`config.mk`:
```
export PLATFORM = sky130hd
export DESIGN_NAME = utf16_to_utf8_text_filter_top_flat
export DESIGN_NICKNAME = d
export VERILOG_FILES = /design/src/hdl/u2u8_pkg.sv /design/src/hdl/u2u8_if.sv /design/src/hdl/utf16_to_utf8_text_filter_top.sv /design/src/hdl/u2u8_encode.sv /design/src/hdl/u2u8_serial.sv /design/src/flat_wrapper.sv
export SDC_FILE = /design/constraint.sdc
export NUM_CORES = 1
export LEC_CHECK = 0
export ABC_AREA = 1
export ABC_CLOCK_PERIOD_IN_PS = 2530
export BUFFER_PORTS_ARGS = -buffer_cell sky130_fd_sc_hd__buf_2
export CORE_MARGIN = 2
export CORE_UTILIZATION = 40
export DETAILED_ROUTE_END_ITERATION = 10
export GPL_ROUTABILITY_DRIVEN = 0
export PLACE_DENSITY = 0.59
export SLEW_MARGIN = 0
export SYNTH_ARGS = -nofsm -noshare
export SYNTH_HDL_FRONTEND = slang
export SYNTH_SLANG_ARGS = --single-unit
```
`constraint.sdc`:
```
create_clock -name clk -period 2.53 [get_ports clk]
set_clock_uncertainty 0.2 [all_clocks]
set_input_delay 0.253 -clock clk [delete_from_list [all_inputs] [get_ports clk]]
set_output_delay 0.253 -clock clk [all_outputs]
set_load 0.01 [all_outputs]
```
`src/hdl/u2u8_pkg.sv`:
```
// Package for the UTF-16 to UTF-8 text filter.
// Holds code-unit constants and the encoded-request type; no dependencies.
package u2u8_pkg;

  localparam int unsigned UnitW = 16;
  localparam int unsigned ByteW = 8;
  localparam int unsigned MaxBytes = 4;
  localparam int unsigned CntW = 3;
  localparam int unsigned IdxW = 2;
  localparam int unsigned CpW = 21;

  // Surrogate tags in the top six bits of a code unit
  localparam logic [5:0] HighTag = 6'b110110;
  localparam logic [5:0] LowTag = 6'b110111;

  localparam logic [CpW-1:0] AstralBase = 21'h10000;
  localparam logic [CpW-1:0] FirstText = 21'h20;
  localparam logic [CpW-1:0] DelCode = 21'h7F;
  localparam logic [CpW-1:0] Lim1 = 21'h80;
  localparam logic [CpW-1:0] Lim2 = 21'h800;

  localparam logic [ByteW-1:0] Lead2 = 8'hC0;
  localparam logic [ByteW-1:0] Lead3 = 8'hE0;
  localparam logic [ByteW-1:0] Lead4 = 8'hF0;
  localparam logic [ByteW-1:0] ContMark = 8'h80;

  // Up to four bytes of one code point, byte 0 goes out first
  typedef struct packed {
    logic [MaxBytes-1:0][ByteW-1:0] bytes;
    logic [CntW-1:0]                cnt;
  } enc_t;

endpackage

```
`src/hdl/u2u8_if.sv`:
```
// Handshake channels for the text filter: code units in, UTF-8 bytes out.
// Depends on nothing.
interface u2u8_unit_if;
  logic        valid;
  logic        ready;
  logic [15:0] code_unit;

  modport source (output valid, output code_unit, input ready);
  modport sink (input valid, input code_unit, output ready);
endinterface

interface u2u8_byte_if;
  logic       valid;
  logic       ready;
  logic [7:0] out_byte;
  logic       last_byte;

  modport source (output valid, output out_byte, output last_byte, input ready);
  modport sink (input valid, input out_byte, input last_byte, output ready);
endinterface

```
`src/hdl/utf16_to_utf8_text_filter_top.sv`:
```
// UTF-16 to UTF-8 text filter, top level.
// A request passes the input and then the result register before its first byte.
// Throughput: one request per cycle while the result register is free or the unit
// is dropped; bytes leave one per cycle while the sink is ready and set the pace.
// Reset (rst, synchronous) drops any held high surrogate and pending bytes.
// Depends on u2u8_pkg, u2u8_if, u2u8_encode and u2u8_serial.
module utf16_to_utf8_text_filter_top
  import u2u8_pkg::*;
(
  input  logic         clk,
  input  logic         rst,
  u2u8_unit_if.sink    unit_in,
  u2u8_byte_if.source  byte_out
);

  enc_t enc;
  logic enc_vld;
  logic res_free;

  // Pairing and encoding
  u2u8_encode u_encode (
    .clk      (clk),
    .rst      (rst),
    .unit_in  (unit_in),
    .res_free (res_free),
    .enc_vld  (enc_vld),
    .enc      (enc)
  );

  // Byte output
  u2u8_serial u_serial (
    .clk      (clk),
    .rst      (rst),
    .enc_vld  (enc_vld),
    .enc      (enc),
    .res_free (res_free),
    .byte_out (byte_out)
  );

endmodule

```
`src/hdl/u2u8_encode.sv`:
```
// Input register, surrogate pairing and UTF-8 encoding of one code point.
// Depends on u2u8_pkg and u2u8_unit_if.
module u2u8_encode
  import u2u8_pkg::*;
(
  input  logic         clk,
  input  logic         rst,
  u2u8_unit_if.sink    unit_in,
  input  logic         res_free,
  output logic         enc_vld,
  output enc_t         enc
);

  logic             in_vld;
  logic [UnitW-1:0] in_unit;
  logic             held_valid;
  logic [9:0]       held_high_bits;

  logic             is_high;
  logic             is_low;
  logic             drop;
  logic [CpW-1:0]   cp;
  logic             advance;

  // Classify the unit and form the code point
  always_comb begin
    is_high = (in_unit[15:10] == HighTag);
    is_low  = (in_unit[15:10] == LowTag);
    if (is_low && held_valid) begin
      cp = {1'b0, held_high_bits, in_unit[9:0]} + AstralBase;
    end else begin
      cp = {{(CpW-UnitW){1'b0}}, in_unit};
    end
    drop = is_high || (is_low && !held_valid) || (cp < FirstText) || (cp == DelCode);
  end

  // UTF-8 byte layout
  always_comb begin
    enc.bytes = '0;
    if (drop) begin
      enc.cnt = '0;
    end else if (cp < Lim1) begin
      enc.cnt = CntW'(1);
      enc.bytes[0] = cp[7:0];
    end else if (cp < Lim2) begin
      enc.cnt = CntW'(2);
      enc.bytes[0] = Lead2 | {3'b000, cp[10:6]};
      enc.bytes[1] = ContMark | {2'b00, cp[5:0]};
    end else if (cp < AstralBase) begin
      enc.cnt = CntW'(3);
      enc.bytes[0] = Lead3 | {4'b0000, cp[15:12]};
      enc.bytes[1] = ContMark | {2'b00, cp[11:6]};
      enc.bytes[2] = ContMark | {2'b00, cp[5:0]};
    end else begin
      enc.cnt = CntW'(4);
      enc.bytes[0] = Lead4 | {5'b00000, cp[20:18]};
      enc.bytes[1] = ContMark | {2'b00, cp[17:12]};
      enc.bytes[2] = ContMark | {2'b00, cp[11:6]};
      enc.bytes[3] = ContMark | {2'b00, cp[5:0]};
    end
  end

  // Requests with no bytes leave at once; others wait for a free result slot
  assign advance       = in_vld && ((enc.cnt == '0) || res_free);
  assign enc_vld       = in_vld && (enc.cnt != '0);
  assign unit_in.ready = !in_vld || advance;

  // Input register
  always_ff @(posedge clk) begin
    if (rst) begin
      in_vld <= 1'b0;
    end else if (unit_in.ready) begin
      in_vld <= unit_in.valid;
    end
  end

  always_ff @(posedge clk) begin
    if (unit_in.valid && unit_in.ready) begin
      in_unit <= unit_in.code_unit;
    end
  end

  // Held high surrogate, updated as each request leaves the input register
  always_ff @(posedge clk) begin
    if (rst) begin
      held_valid     <= 1'b0;
      held_high_bits <= '0;
    end else if (advance) begin
      if (is_high) begin
        held_valid     <= 1'b1;
        held_high_bits <= in_unit[9:0];
      end else begin
        held_valid     <= 1'b0;
        held_high_bits <= '0;
      end
    end
  end

endmodule

```
`src/hdl/u2u8_serial.sv`:
```
// Result register that sends one code point's bytes one per cycle while the sink is ready.
// Depends on u2u8_pkg and u2u8_byte_if.
module u2u8_serial
  import u2u8_pkg::*;
(
  input  logic         clk,
  input  logic         rst,
  input  logic         enc_vld,
  input  enc_t         enc,
  output logic         res_free,
  u2u8_byte_if.source  byte_out
);

  logic [MaxBytes-1:0][ByteW-1:0] res_bytes;
  logic [CntW-1:0]                res_cnt;
  logic [IdxW-1:0]                res_idx;
  logic                           take;
  logic                           load;

  assign take     = byte_out.valid && byte_out.ready;
  assign res_free = (res_cnt == '0) || ((res_cnt == CntW'(1)) && byte_out.ready);
  assign load     = enc_vld && res_free;

  assign byte_out.valid     = (res_cnt != '0);
  assign byte_out.out_byte  = res_bytes[res_idx];
  assign byte_out.last_byte = (res_cnt == CntW'(1));

  // Remaining count and read index
  always_ff @(posedge clk) begin
    if (rst) begin
      res_cnt <= '0;
      res_idx <= '0;
    end else if (load) begin
      res_cnt <= enc.cnt;
      res_idx <= '0;
    end else if (take) begin
      res_cnt <= res_cnt - CntW'(1);
      res_idx <= res_idx + IdxW'(1);
    end
  end

  always_ff @(posedge clk) begin
    if (load) begin
      res_bytes <= enc.bytes;
    end
  end

endmodule

```
`src/flat_wrapper.sv`:
```
// flat-port wrapper written by rule: the top's interface ports become plain ports
module utf16_to_utf8_text_filter_top_flat import u2u8_pkg::*;
  (clk, rst, unit_in_valid, unit_in_code_unit, unit_in_ready, byte_out_valid, byte_out_out_byte, byte_out_last_byte, byte_out_ready);
  u2u8_unit_if unit_in_i ();
  u2u8_byte_if byte_out_i ();
  input  logic clk;
  input  logic rst;
  input wire logic [$bits(unit_in_i.valid)-1:0] unit_in_valid;
  input wire logic [$bits(unit_in_i.code_unit)-1:0] unit_in_code_unit;
  output wire logic [$bits(unit_in_i.ready)-1:0] unit_in_ready;
  output wire logic [$bits(byte_out_i.valid)-1:0] byte_out_valid;
  output wire logic [$bits(byte_out_i.out_byte)-1:0] byte_out_out_byte;
  output wire logic [$bits(byte_out_i.last_byte)-1:0] byte_out_last_byte;
  input wire logic [$bits(byte_out_i.ready)-1:0] byte_out_ready;
  assign unit_in_i.valid = unit_in_valid;
  assign unit_in_i.code_unit = unit_in_code_unit;
  assign unit_in_ready = unit_in_i.ready;
  assign byte_out_valid = byte_out_i.valid;
  assign byte_out_out_byte = byte_out_i.out_byte;
  assign byte_out_last_byte = byte_out_i.last_byte;
  assign byte_out_i.ready = byte_out_ready;
  utf16_to_utf8_text_filter_top u_core (.clk(clk), .rst(rst), .unit_in(unit_in_i), .byte_out(byte_out_i));
endmodule
```
After elaboration in Yosys (flattened, before gate mapping)
Index checks and enable logic that the tools add are counted.

operators by class
  equal/unequal tests = 4
  add/subtract/negate cells = 3
  magnitude comparators = 5
  multiplexer cells = 12
  reduce and logical (&&, ||, !) cells = 25

operators with widths
  cell                      number
  $mux W25                  1
  $add A20 B17 Y21 const B  1
  $eq A21 B7 Y1 const B     1
  $lt A21 B12 Y1 const B    1
  $lt A21 B17 Y1 const B    1
  $lt A21 B6 Y1 const B     1
  $lt A21 B8 Y1 const B     1
  $mux W21                  1
  $mux W19                  1
  $bmux W8 S2               1
  $mux W8                   2
  $eq A6 B6 Y1 const B      2
  $mux W11                  1
  $mux W10                  1
  $mux W3                   3
  $logic_and A1 B1 Y1       8
  $logic_not A3 Y1          2
  $logic_or A1 B1 Y1        6
  $reduce_bool A3 Y1        2
  $reduce_or A2 Y1          2
  $reduce_or A4 Y1          1
  $eq A3 B1 Y1 const B      1
  $lt A2 B3 Y1 const B      1
  $reduce_or A3 Y1          1
  5 further kinds           6

storage, ports and cells
  flip-flop bits (word level) = 65
  logic and storage cells = 61
  input port bits = 20
  output and inout bits = 11

Longest topological paths before layout
Gate-level depths: netlist of run 1.

  word-level depth = 13
  mapped depth = 17

Hierarchy
A second synthesis of run 1 with hierarchy kept.

unflattened totals
  cell total of the unflattened synthesis = 409
  area total of the unflattened synthesis = 3,525.9 µm²

by module, submodules not included
  module       cells an instance  area each (µm²)  times used  seq. area each (µm²)
  u2u8_encode  281                1,988.2          1           720.7
  u2u8_serial  128                1,537.7          1           1,061.0

Least setup slack after synthesis of run 1
OpenSTA, ideal clock, no wires.

  path type = register -> register
  start = reg u_core.u_encode.in_unit[13]
  end = reg u_core.u_serial.res_bytes[0] (netlist bit) (enable)
  stages on the path, launching flop included = 13
  arrival time = 2.026 ns
  library setup time = 0.385 ns
  path slack = -0.082 ns
  cell sequence = edfxtp_1 -> inv_2 -> nand2_1 -> nor2_2 -> buf_6 -> nand3_1 -> nand3_1 -> nor2_2 -> nand2_4 -> nor2_1 -> nor2_1 -> nand4_1 -> inv_1

between the ends
  longest elaborated chain between the ends = 11
  elaborated cells between the ends (all ways) = 20
  those cells by class = order compare: 4; eq/ne: 3; mux: 5; reduce/logical: 8

ends and longest elaborated chain
  element                         RTL line           RTL
  start, declared                 u2u8_encode.sv:15  logic [UnitW-1:0] in_unit;
  start signal, assigned          u2u8_encode.sv:79  in_unit <= unit_in.code_unit;
  $eq A6 B6 Y1                    u2u8_encode.sv:28  is_low = (in_unit[15:10] == LowTag);
  $logic_and A1 B1 Y1             u2u8_encode.sv:29  if (is_low && held_valid) begin
  $mux W21                        u2u8_encode.sv:29
  $lt A21 B17 Y1                  u2u8_encode.sv:49  end else if (cp < AstralBase) begin
  $mux W25                        u2u8_encode.sv:49
  $mux W19                        u2u8_encode.sv:45  end else if (cp < Lim2) begin
  $mux W11                        u2u8_encode.sv:42  end else if (cp < Lim1) begin
  $mux W3 *                       u2u8_encode.sv:40  if (drop) begin
  $reduce_bool A3 Y1 *            u2u8_encode.sv:65  assign enc_vld = in_vld && (enc.cnt != '0);
  $logic_and A1 B1 Y1 *           u2u8_encode.sv:65
  $logic_and A1 B1 Y1 *           u2u8_serial.sv:22  assign load = enc_vld && res_free;
  named net u_core.u_serial.load  u2u8_serial.sv:18  logic load;
  end signal, assigned            u2u8_serial.sv:44  res_bytes <= enc.bytes;
  end, declared                   u2u8_serial.sv:14  logic [MaxBytes-1:0][ByteW-1:0] res_bytes;

The timed path passes the listed nets; every way through them passes the cells marked *.
A chain may end at the register's enable or synchronous reset.

Worst setup path in the final report of run 1
  start = reg u_core.u_encode.in_unit[13]
  end = reg u_core.u_serial.res_bytes[7] (netlist bit) (enable)

Same word-level chain as after synthesis.

==> impl_metrics.env, run 1 <==
export IMPL_fp_dieH_um=94.5
export IMPL_routedWlPerCell_um=13.9
export IMPL_cts_root_buf="clkbuf_8"
export IMPL_n_antenna_cell=0
export IMPL_rsz0062_at_grt="yes"
export IMPL_async_flop_share_pct=0
export IMPL_cts_made_buffers=9
export IMPL_ir_drop_v=0.000395
export IMPL_finalHoldViolations=0
export IMPL_hold_slack_ns=0.00819
export IMPL_antenna_found_initial=0
export IMPL_power_density_nw_per_um2=765
export IMPL_h_tree_depth=3
export IMPL_status="finished, final reports clean"
export IMPL_drive_gt1_share_pct=27.9
export IMPL_syn2layout_area_growth_pct=30.4
export IMPL_drt_first_pass_iters=5
export IMPL_critPathTopFamily="simple AND/OR/NAND/NOR gates"
export IMPL_slew_headroom_pct=69.5
export IMPL_dieArea_um2=8940
export IMPL_slew_viol_final=0
export IMPL_drc_errors=0
export IMPL_tightest_slew_ns=0.457
export IMPL_finalPower_w=0.00327
export IMPL_track_usage_pct=18.5
export IMPL_dr_total_vias=2761
export IMPL_core_area_um2=8090
export IMPL_timing_rr_start="u_core.u_encode.in_unit[13]$_DFFE_PP_"
export IMPL_cp_common_cell="nor2_4"
export IMPL_critPathRequiredTime_ns=2.44
export IMPL_synth_ff_type="edfxtp_1"
export IMPL_initial_core_util_pct=40.5
export IMPL_synth_top_cell_area_share_pct=41.2
export IMPL_hold_path_class="in -> reg"
export IMPL_leakagePower_nw=1.77
export IMPL_rows=33
export IMPL_post_place_cells=527
export IMPL_critical_path_class="reg -> reg"
export IMPL_end_kind="flip-flop"
export IMPL_clk_latency_ns=0.34
export IMPL_numPortBuffers=30
export IMPL_cts_tree="yes"
export IMPL_critPathSlowestCell="edfxtp_1"
export IMPL_postRouteAntennaNets=0
export IMPL_syn_cell_area_um2=3280
export IMPL_layout_commonest_cell="nand2_1"
export IMPL_mostFrequentLayoutCells="nand2_1, inv_1, edfxtp_1, nor2_1, buf_2"
export IMPL_setup_viol=0
export IMPL_postLayoutCellArea_um2=4280
export IMPL_cp_startpoint="u_core.u_encode.in_unit[13]$_DFFE_PP_"
export IMPL_finalNonFillerCells=571
export IMPL_clockBufferDepth=2
export IMPL_yosysTopAreaCell="edfxtp_1"
export IMPL_cts_sinks=62
export IMPL_fin_crit_ns=2.52
export IMPL_cap_violations=0
export IMPL_critPathMaxStageDelay_ns=0.39
export IMPL_first_global_vias=2554
export IMPL_path_cells="inv_2, nand2_2, nor2_4, buf_6, nand3_2, nand2_2, nand2_4, nor2_4, nand2_4, nor2_4, nor2_2, nand4_1, clkinvlp_4, clkbuf_16"
export IMPL_cp_max_fo=8
export IMPL_hold_start="unit_in_valid"
export IMPL_synth_cells=383
export IMPL_grt_first_pass_wirelength_um=12500
export IMPL_ys_ff_latch=62
export IMPL_io_pins=31
export IMPL_critPathLaunchType="flip-flop"
export IMPL_initialDrtViolationCount=138
export IMPL_fmax_mhz=397
export IMPL_synth_edf_count=45
export IMPL_avgSynthCellArea_um2=8.56
export IMPL_synth_distinct_cells=36
export IMPL_placed_area_um2=3680
export IMPL_synth_area_leaders="edfxtp_1, nand2_1, dfxtp_1"
export IMPL_worst_ep_arrival_time_ns=2.43
export IMPL_grt_max_degree=32
export IMPL_worst_path_buf_inv=4
export IMPL_seq_area_frac_synth_pct=51.6
export IMPL_clkTransAtPathRegs_ns=0.07
export IMPL_wl_um=7940
export IMPL_globalRouteOverflowTotal=0
export IMPL_yosys_warnings=0
export IMPL_synth_nets=407
export IMPL_fin_setup_tns_ns=0
export IMPL_final_nets=485
export IMPL_via_per_inst=4.84
export IMPL_finalCritPeriodShare_pct=99.5
export IMPL_dp_hpwl_um=5510
export IMPL_die_w_um=94.5
==> flip-flops by register name, summed over array words and instances (netlist names) <==
signal,count
u_core.u_serial.res_bytes,29
u_core.u_encode.in_unit,16
u_core.u_encode.held_high_bits,10
u_core.u_serial.res_cnt,3
u_core.u_serial.res_idx,2
u_core.u_encode.held_valid,1
u_core.u_encode.in_vld,1
==> Yosys cell counts, types with 3 or more instances <==
cell type  count
nand2_1       95
inv_1         49
edfxtp_1      45
nor2_1        42
a21oi_1       24
o21ai_0       20
dfxtp_1       17
nand3_1       16
o22ai_1        7
a31oi_1        6
clkbuf_1       6
nand4_1        6
nand2_2        5
nor2_2         5
ha_1           4
inv_2          4
buf_6          3
nand2_4        3
nand3_2        3
nor2_4         3
==> routing by layer <==
layer	global-route usage (%)	part of all wire [%]	vias to the layer above
met5	0	0	-
met4	8.21	2.2	0
li1	-	-	1421
met2	30.0	49	69
met3	3.83	5.1	16
met1	24.1	44	1255
==> layout make-up <==
cell class              count  area (µm²)
multi-input cells         256        1430
clock buffers              12         155
well taps                 105         131
inverters                  54         214
clock inverters             4        21.3
fillers                   763        3820
flip-flops and latches     62        1690
repair buffers             78         631
==> through the flow <==
stage	worst slack [ns]	utilization, %
2_1_floorplan	0.00164	-
5_1_grt	-0.103	52.8
6_report	0.0117	52.8
3_3_place_gp	0.0859	45.5
4_1_cts	0.000733	50.0
3_5_place_dp	0.0799	45.5
==> worst register-to-register path: cells and delay by family, from the launching register on <==
kind | cells | cell delay, ns
buffers and inverters | 4 | 0.69
DFF | 1 | 0.39
and+or+nand+nor | 10 | 1.00
==> final timing paths <==
| kind | to | cells after the start | slack, ns |
|---|---|---|---|
| min | u_core.u_encode.in_vld$_SDFFE_PP0P_ | 3 | 0.008 |
| max reg2reg | u_core.u_serial.res_bytes[7]$_SDFFCE_PP0P_ | 14 | 0.01 |
| min reg2reg | u_core.u_encode.held_high_bits[2]$_SDFFE_PP0P_ | 2 | 0.28 |
| max | u_core.u_serial.res_bytes[7]$_SDFFCE_PP0P_ | 14 | 0.01 |
==> report_power, final <==
part	switching [W]	internal (W)	total [W]
Sequential	0.0000912	0.00130	0.00139
Combinational	0.000646	0.000449	0.00110
Clock	0.000381	0.000402	0.000783
Total	0.00112	0.00215	0.00327
==> cells by family after synthesis <==
kind of cell,share of synthesized area [%]
buf+inv,8.32
simple gates,27.2
xor+xnor,0.801
compound gates,10.6
flops,51.6
fa+ha+maj,1.53
==> timing repair <==
item / 4_1_cts / 5_1_grt
resized for setup: 2 / 36
cloned: 0 / 4
hold endpoints to repair: 17 / 0
setup endpoints to repair: 1 / 79
hold buffers: 17 / 0
setup buffers: 1 / 6
pin swaps: 1 / 12
Power figures use the tool's default switching activity.
==> inputs of run 2 (changes only) <==
--- a/config.mk
+++ b/config.mk
@@ -8,8 +8,10 @@
 export ABC_AREA = 1
 export ABC_CLOCK_PERIOD_IN_PS = 2530
 export BUFFER_PORTS_ARGS = -buffer_cell sky130_fd_sc_hd__buf_2
+export CORE_ASPECT_RATIO = 0.6
 export CORE_MARGIN = 2
 export CORE_UTILIZATION = 40
+export CTS_BUF_LIST = sky130_fd_sc_hd__clkbuf_8
 export DETAILED_ROUTE_END_ITERATION = 10
 export GPL_ROUTABILITY_DRIVEN = 0
 export PLACE_DENSITY = 0.59
==> impl_metrics.env, run 2 (synthesis gave the netlist of run 1 again) <==
export IMPL_cp_startpoint="u_core.u_encode.in_unit[13]$_DFFE_PP_"
export IMPL_cp_max_fo=7
export IMPL_drc_errors=0
export IMPL_via_per_inst=5.01
export IMPL_routedWlPerCell_um=15.1
export IMPL_tightest_slew_ns=0.467
export IMPL_core_area_um2=7910
export IMPL_first_global_vias=2709
export IMPL_grt_max_degree=32
export IMPL_final_setup_worst_slack_ns=0.0595
export IMPL_cts_tree="yes"
export IMPL_finalCritPeriodShare_pct=97.6
export IMPL_p_sw_w=0.00113
export IMPL_initialDrtViolationCount=327
export IMPL_initial_core_util_pct=41.4
export IMPL_swShare_pct=33.2
export IMPL_ff2ff_path_depth=14
export IMPL_dr_total_vias=2874
export IMPL_cts_root_buf="clkbuf_8"
export IMPL_path_cells="inv_2, nand2_2, nor2_4, buf_6, nand3b_1, nand2_2, nand2_2, nor2_4, nand3_4, nand2_4, nor2_8, nand3_4, buf_6"
export IMPL_drive_gt1_share_pct=27.7
export IMPL_fmax_mhz=405
export IMPL_clk_latency_ns=0.35
export IMPL_regMostFlops="u_core.u_serial.res_bytes"
export IMPL_grt_first_pass_wirelength_um=13900
export IMPL_critPathRequiredTime_ns=2.08
export IMPL_combPwrFrac_pct=30.6
export IMPL_cts_sinks=62
export IMPL_globalRouteOverflowTotal=0
export IMPL_final_core_util_pct=54.4
export IMPL_final_nets=485
export IMPL_leakagePower_nw=1.78
export IMPL_cts_made_buffers=9
export IMPL_timing_rr_start="u_core.u_encode.in_unit[13]$_DFFE_PP_"
export IMPL_dieArea_um2=8960
export IMPL_hold_slack_ns=0.114
export IMPL_postRouteAntennaNets=0
export IMPL_dp_hpwl_um=6140
export IMPL_end_kind="output port"
export IMPL_n_antenna_cell=0
export IMPL_numPortBuffers=30
export IMPL_wl_um=8690
export IMPL_fin_setup_tns_ns=0
export IMPL_fin_crit_ns=2.47
export IMPL_cap_violations=0
export IMPL_fp_dieH_um=74.1
export IMPL_critPathLaunchType="flip-flop"
export IMPL_cp_common_cell="nand2_2"
export IMPL_layout_commonest_cell="nand2_1"
export IMPL_fill_cells=715
export IMPL_critPathSlowestCell="edfxtp_1"
export IMPL_finalHoldViolations=0
export IMPL_finalPower_w=0.00340
export IMPL_cp_endpoint="unit_in_ready"
export IMPL_syn2layout_area_growth_pct=31.2
export IMPL_power_density_nw_per_um2=789
export IMPL_mostFrequentLayoutCells="nand2_1, inv_1, edfxtp_1, nor2_1, buf_2"
export IMPL_die_w_um=121
export IMPL_rows=25
export IMPL_track_usage_pct=20.8
export IMPL_dp_slack_ns=0.0236
export IMPL_io_pins=31
export IMPL_antenna_found_initial=0
export IMPL_rr_endpoint="u_core.u_serial.res_bytes[0]$_SDFFCE_PP0P_"
export IMPL_hold_path_class="in -> reg"
export IMPL_rrSetupSlack_ns=0.13
export IMPL_h_tree_depth=3
export IMPL_slew_headroom_pct=68.8
export IMPL_p_seq_share_pct=41.2
export IMPL_critical_path_class="reg -> out"
export IMPL_ir_drop_v=0.000586
export IMPL_clkTransAtPathRegs_ns=0.07
export IMPL_slew_viol_final=0
export IMPL_status="finished, final reports clean"
export IMPL_reg_largest_list="u_core.u_serial.res_bytes x29, u_core.u_encode.in_unit x16, u_core.u_encode.held_high_bits x10"
export IMPL_largest_reg_flops=29
export IMPL_setup_viol=0
export IMPL_p_clk_share_pct=28.2
export IMPL_drt_first_pass_iters=4
export IMPL_critPathMaxStageDelay_ns=0.38
export IMPL_worst_ep_arrival_time_ns=2.02
export IMPL_clockBufferDepth=2
export IMPL_internal_power_w=0.00227
export IMPL_rsz0062_at_grt="yes"
==> run 2: cell types whose count changed in the layout (fill, tap and decap cells not counted), moves of 2 or more <==
cell and delta:
nand3_2 -2, nor2_2 -4, bufinv_16 +2, nand2_2 +2
nand3_4 +2, clkbuf_16 -2, nand2_1 -2, nor2_1 +4
==> run 2: metrics by stage <==
stage	std cells	cell area (µm²)
5_1_grt	574	4300
2_1_floorplan	383	3290
3_3_place_gp	531	3690
3_5_place_dp	531	3690
4_1_cts	566	4120
6_report	574	4300
==> run 2: routing by layer <==
layer  GRT usage [%]  vias up  part of all wire (%)
met5               0        -                     0
met4            5.56        0                   1.3
met3            5.90       12                   6.8
met2            29.8      105                    42
met1            30.7     1337                    50
li1                -     1420                     -
==> run 2: power groups by stage <==
stage               Sequential [W]  Clock [W]  Combinational [W]
floorplan                  0.00140          0           0.000607
global placement           0.00141          0           0.000943
detailed placement         0.00142          0           0.000948
CTS                        0.00139   0.000974           0.000981
global route               0.00142    0.00102            0.00117
finish                     0.00140   0.000958            0.00104
==> run 2: what timing repair did <==
action / in CTS / in global routing
hold buffers: 18 / 0
pin swaps: 2 / 13
setup buffers: 1 / 9
endpoints found under the hold margin: 18 / 0
setup endpoints to repair: 1 / 81
gates resized for setup: 5 / 35
==> run 2: cell type report <==
type	count	area (µm²)	share of cell area (%)
sequential	62	1690	39.3
timing repair buffer	78	598	13.9
inverter	54	216	5.03
clock buffer	10	138	3.20
clock inverter	6	77.6	1.80
tap	108	135	3.14
multi-input combinational	256	1450	33.6
==> run 2: worst min-delay path by stage <==
stage                                      from                                        endpoint  cells past startpoint
after floorplan            unit_in_code_unit[0]            u_core.u_encode.in_unit[0]$_DFFE_PP_                      0
after global placement     unit_in_code_unit[0]            u_core.u_encode.in_unit[0]$_DFFE_PP_                      1
after detailed placement  unit_in_code_unit[15]           u_core.u_encode.in_unit[15]$_DFFE_PP_                      1
after CTS                                   rst  u_core.u_encode.held_high_bits[1]$_SDFFE_PP0P_                      2
after global routing                        rst  u_core.u_encode.held_high_bits[1]$_SDFFE_PP0P_                      2
final                                       rst  u_core.u_encode.held_high_bits[1]$_SDFFE_PP0P_                      2
==> run 2: worst max-delay path, delay by kind of cell (launching register included) <==
kind	cells	cell delay (ns)
buffers and inverters	3	0.36
flip-flops	1	0.38
AND/OR/NAND/NOR	10	0.93
==> inputs of run 3 (changes only) <==
--- a/config.mk
+++ b/config.mk
@@ -14,6 +14,7 @@
 export CTS_BUF_LIST = sky130_fd_sc_hd__clkbuf_8
 export DETAILED_ROUTE_END_ITERATION = 10
 export GPL_ROUTABILITY_DRIVEN = 0
+export GPL_TIMING_DRIVEN = 0
 export PLACE_DENSITY = 0.59
 export SLEW_MARGIN = 0
 export SYNTH_ARGS = -nofsm -noshare
==> impl_metrics.env, run 3 (synthesis gave the netlist of run 1 again) <==
export IMPL_status="finished, final reports clean"
export IMPL_fin_crit_ns=2.49
export IMPL_placed_area_um2=3570
export IMPL_track_usage_pct=21.1
export IMPL_cp_max_fo=5
export IMPL_finalCritPeriodShare_pct=98.3
export IMPL_critical_path_class="reg -> out"
export IMPL_critPathLaunchType="flip-flop"
export IMPL_min_to="u_core.u_encode.in_vld$_SDFFE_PP0P_"
export IMPL_cts_tree="yes"
export IMPL_initialDrtViolationCount=208
export IMPL_dieArea_um2=8960
export IMPL_grt_max_degree=17
export IMPL_critPathRequiredTime_ns=2.08
export IMPL_min_path_cells=3
export IMPL_rsz0062_at_grt="yes"
export IMPL_regMostFlops="u_core.u_serial.res_bytes"
export IMPL_clockBufferDepth=2
export IMPL_rrSetupSlack_ns=0.09
export IMPL_fin_setup_tns_ns=0
export IMPL_mostFrequentLayoutCells="nand2_1, edfxtp_1, inv_1, nor2_1, buf_2"
export IMPL_setup_viol=0
export IMPL_grt_first_pass_wirelength_um=14000
export IMPL_postRouteAntennaNets=0
export IMPL_end_kind="output port"
export IMPL_drc_errors=0
export IMPL_drt_first_pass_iters=5
export IMPL_path_cells="ha_1, o211ai_1, nand3_2, nor2_2, nand3_2, nand2_4, nor2_8, nand3_4, buf_6"
export IMPL_core_area_um2=7910
export IMPL_timing_rr_start="u_core.u_encode.held_high_bits[6]$_SDFFE_PP0P_"
export IMPL_dp_hpwl_um=5980
export IMPL_fp_dieH_um=74.1
export IMPL_io_pins=31
export IMPL_clk_latency_ns=0.35
export IMPL_syn2layout_area_growth_pct=31.1
export IMPL_largest_reg_flops=29
export IMPL_numPortBuffers=29
export IMPL_slew_viol_final=0
export IMPL_leakagePower_nw=1.77
export IMPL_clkTransAtPathRegs_ns=0.07
export IMPL_initial_core_util_pct=41.4
export IMPL_worst_ep_arrival_time_ns=2.04
export IMPL_cp_common_cell="nand3_2"
export IMPL_wl_um=8710
export IMPL_finalHoldViolations=0
export IMPL_post_place_cells=520
export IMPL_globalRouteOverflowTotal=0
export IMPL_postLayoutCellArea_um2=4300
export IMPL_fill_cells=727
export IMPL_tightest_slew_ns=0.569
export IMPL_via_per_inst=5.01
export IMPL_reg_largest_list="u_core.u_serial.res_bytes x29, u_core.u_encode.in_unit x16, u_core.u_encode.held_high_bits x10"
export IMPL_slew_headroom_pct=62.1
export IMPL_hold_path_class="in -> reg"
export IMPL_cts_made_buffers=9
export IMPL_finalPower_w=0.00347
export IMPL_die_w_um=121
export IMPL_dr_total_vias=2901
export IMPL_rows=25
export IMPL_rr_endpoint="u_core.u_serial.res_bytes[16]$_SDFFCE_PP0P_"
export IMPL_cap_violations=0
export IMPL_ir_drop_v=0.000559
export IMPL_ff2ff_path_depth=12
export IMPL_hold_slack_ns=0.0208
export IMPL_antenna_found_initial=0
export IMPL_cts_root_buf="clkbuf_8"
export IMPL_first_global_vias=2725
export IMPL_n_antenna_cell=0
export IMPL_critPathMaxStageDelay_ns=0.35
export IMPL_hold_start="unit_in_valid"
export IMPL_final_nets=490
export IMPL_critPathSlowestCell="dfxtp_1"
export IMPL_layout_commonest_cell="nand2_1"
export IMPL_power_density_nw_per_um2=806
export IMPL_routedWlPerCell_um=15.0
export IMPL_h_tree_depth=3
export IMPL_drive_gt1_share_pct=27.4
export IMPL_fmax_mhz=402
export IMPL_cts_sinks=62
export IMPL_finalNonFillerCells=579
-- run 3: what timing repair did --
item	CTS	global route
pin swaps	5	9
cloned	3	0
setup endpoints to repair	58	75
endpoints found under the hold margin	17	0
hold buffers	17	0
buffers inserted	14	9
gates resized for setup	15	23
-- run 3: final cells by class --
type                    instances  area, µm²  area share [%]
flip-flops and latches         62       1690            39.3
multi-input cells             256       1410            32.8
repair buffers                 71        547            12.7
inverters                      54        218            5.06
clock buffers                  10        138            3.20
well taps                     108        135            3.14
clock inverters                 6       85.1            1.98
plain buffers                  11       66.3            1.54
repair inverters                1       7.51           0.175
-- run 3: report_power, final --
part	switching, W	leakage (nW)	internal, W	total [W]
sequential	0.000124	0.553	0.00130	0.00143
combinational	0.000639	1.10	0.000419	0.00106
clock	0.000403	0.108	0.000577	0.000980
-- run 3: routing by layer --
metal  share of wire [%]  up-vias  global-route usage (%)
met3                 6.3        7                    5.83
met1                  52     1362                    31.8
met4                0.91        0                    5.43
li1                    -     1432                       -
met2                  41      100                    29.7
met5                   0        -                       0
-- run 3: worst max-delay path, delay by kind of cell (launching register included) --
family / cells / cell delay (ns)
AO/OA/AOI/OAI: 1 / 0.21
AND/OR/NAND/NOR: 6 / 0.65
buffers and inverters: 1 / 0.10
flip-flops: 1 / 0.35
adder cells (fa/ha/maj): 1 / 0.35
-- run 3: worst max-delay path by stage --
stage / from / end / slack [ns]
2_1_floorplan: u_core.u_encode.in_unit[13]$_DFFE_PP_ / u_core.u_serial.res_bytes[0]$_SDFFCE_PP0P_ / 0.002
3_3_place_gp: u_core.u_encode.in_unit[13]$_DFFE_PP_ / u_core.u_serial.res_idx[0]$_SDFFE_PP0P_ / -0.44
3_5_place_dp: u_core.u_encode.in_unit[11]$_DFFE_PP_ / u_core.u_serial.res_bytes[29]$_SDFFCE_PP0P_ / -0.48
4_1_cts: u_core.u_encode.in_unit[13]$_DFFE_PP_ / unit_in_ready / 0.01
5_1_grt: u_core.u_encode.held_high_bits[6]$_SDFFE_PP0P_ / unit_in_ready / -0.07
6_report: u_core.u_encode.held_high_bits[6]$_SDFFE_PP0P_ / unit_in_ready / 0.04
-- run 3: per-stage QoR --
step | worst slack, ns | utilization, %
after floorplan | 0.00164 | -
after global placement | -0.438 | 45.1
after detailed placement | -0.481 | 45.1
after CTS | 0.0139 | 52.6
after global routing | -0.0744 | 54.3
final | 0.0418 | 54.3
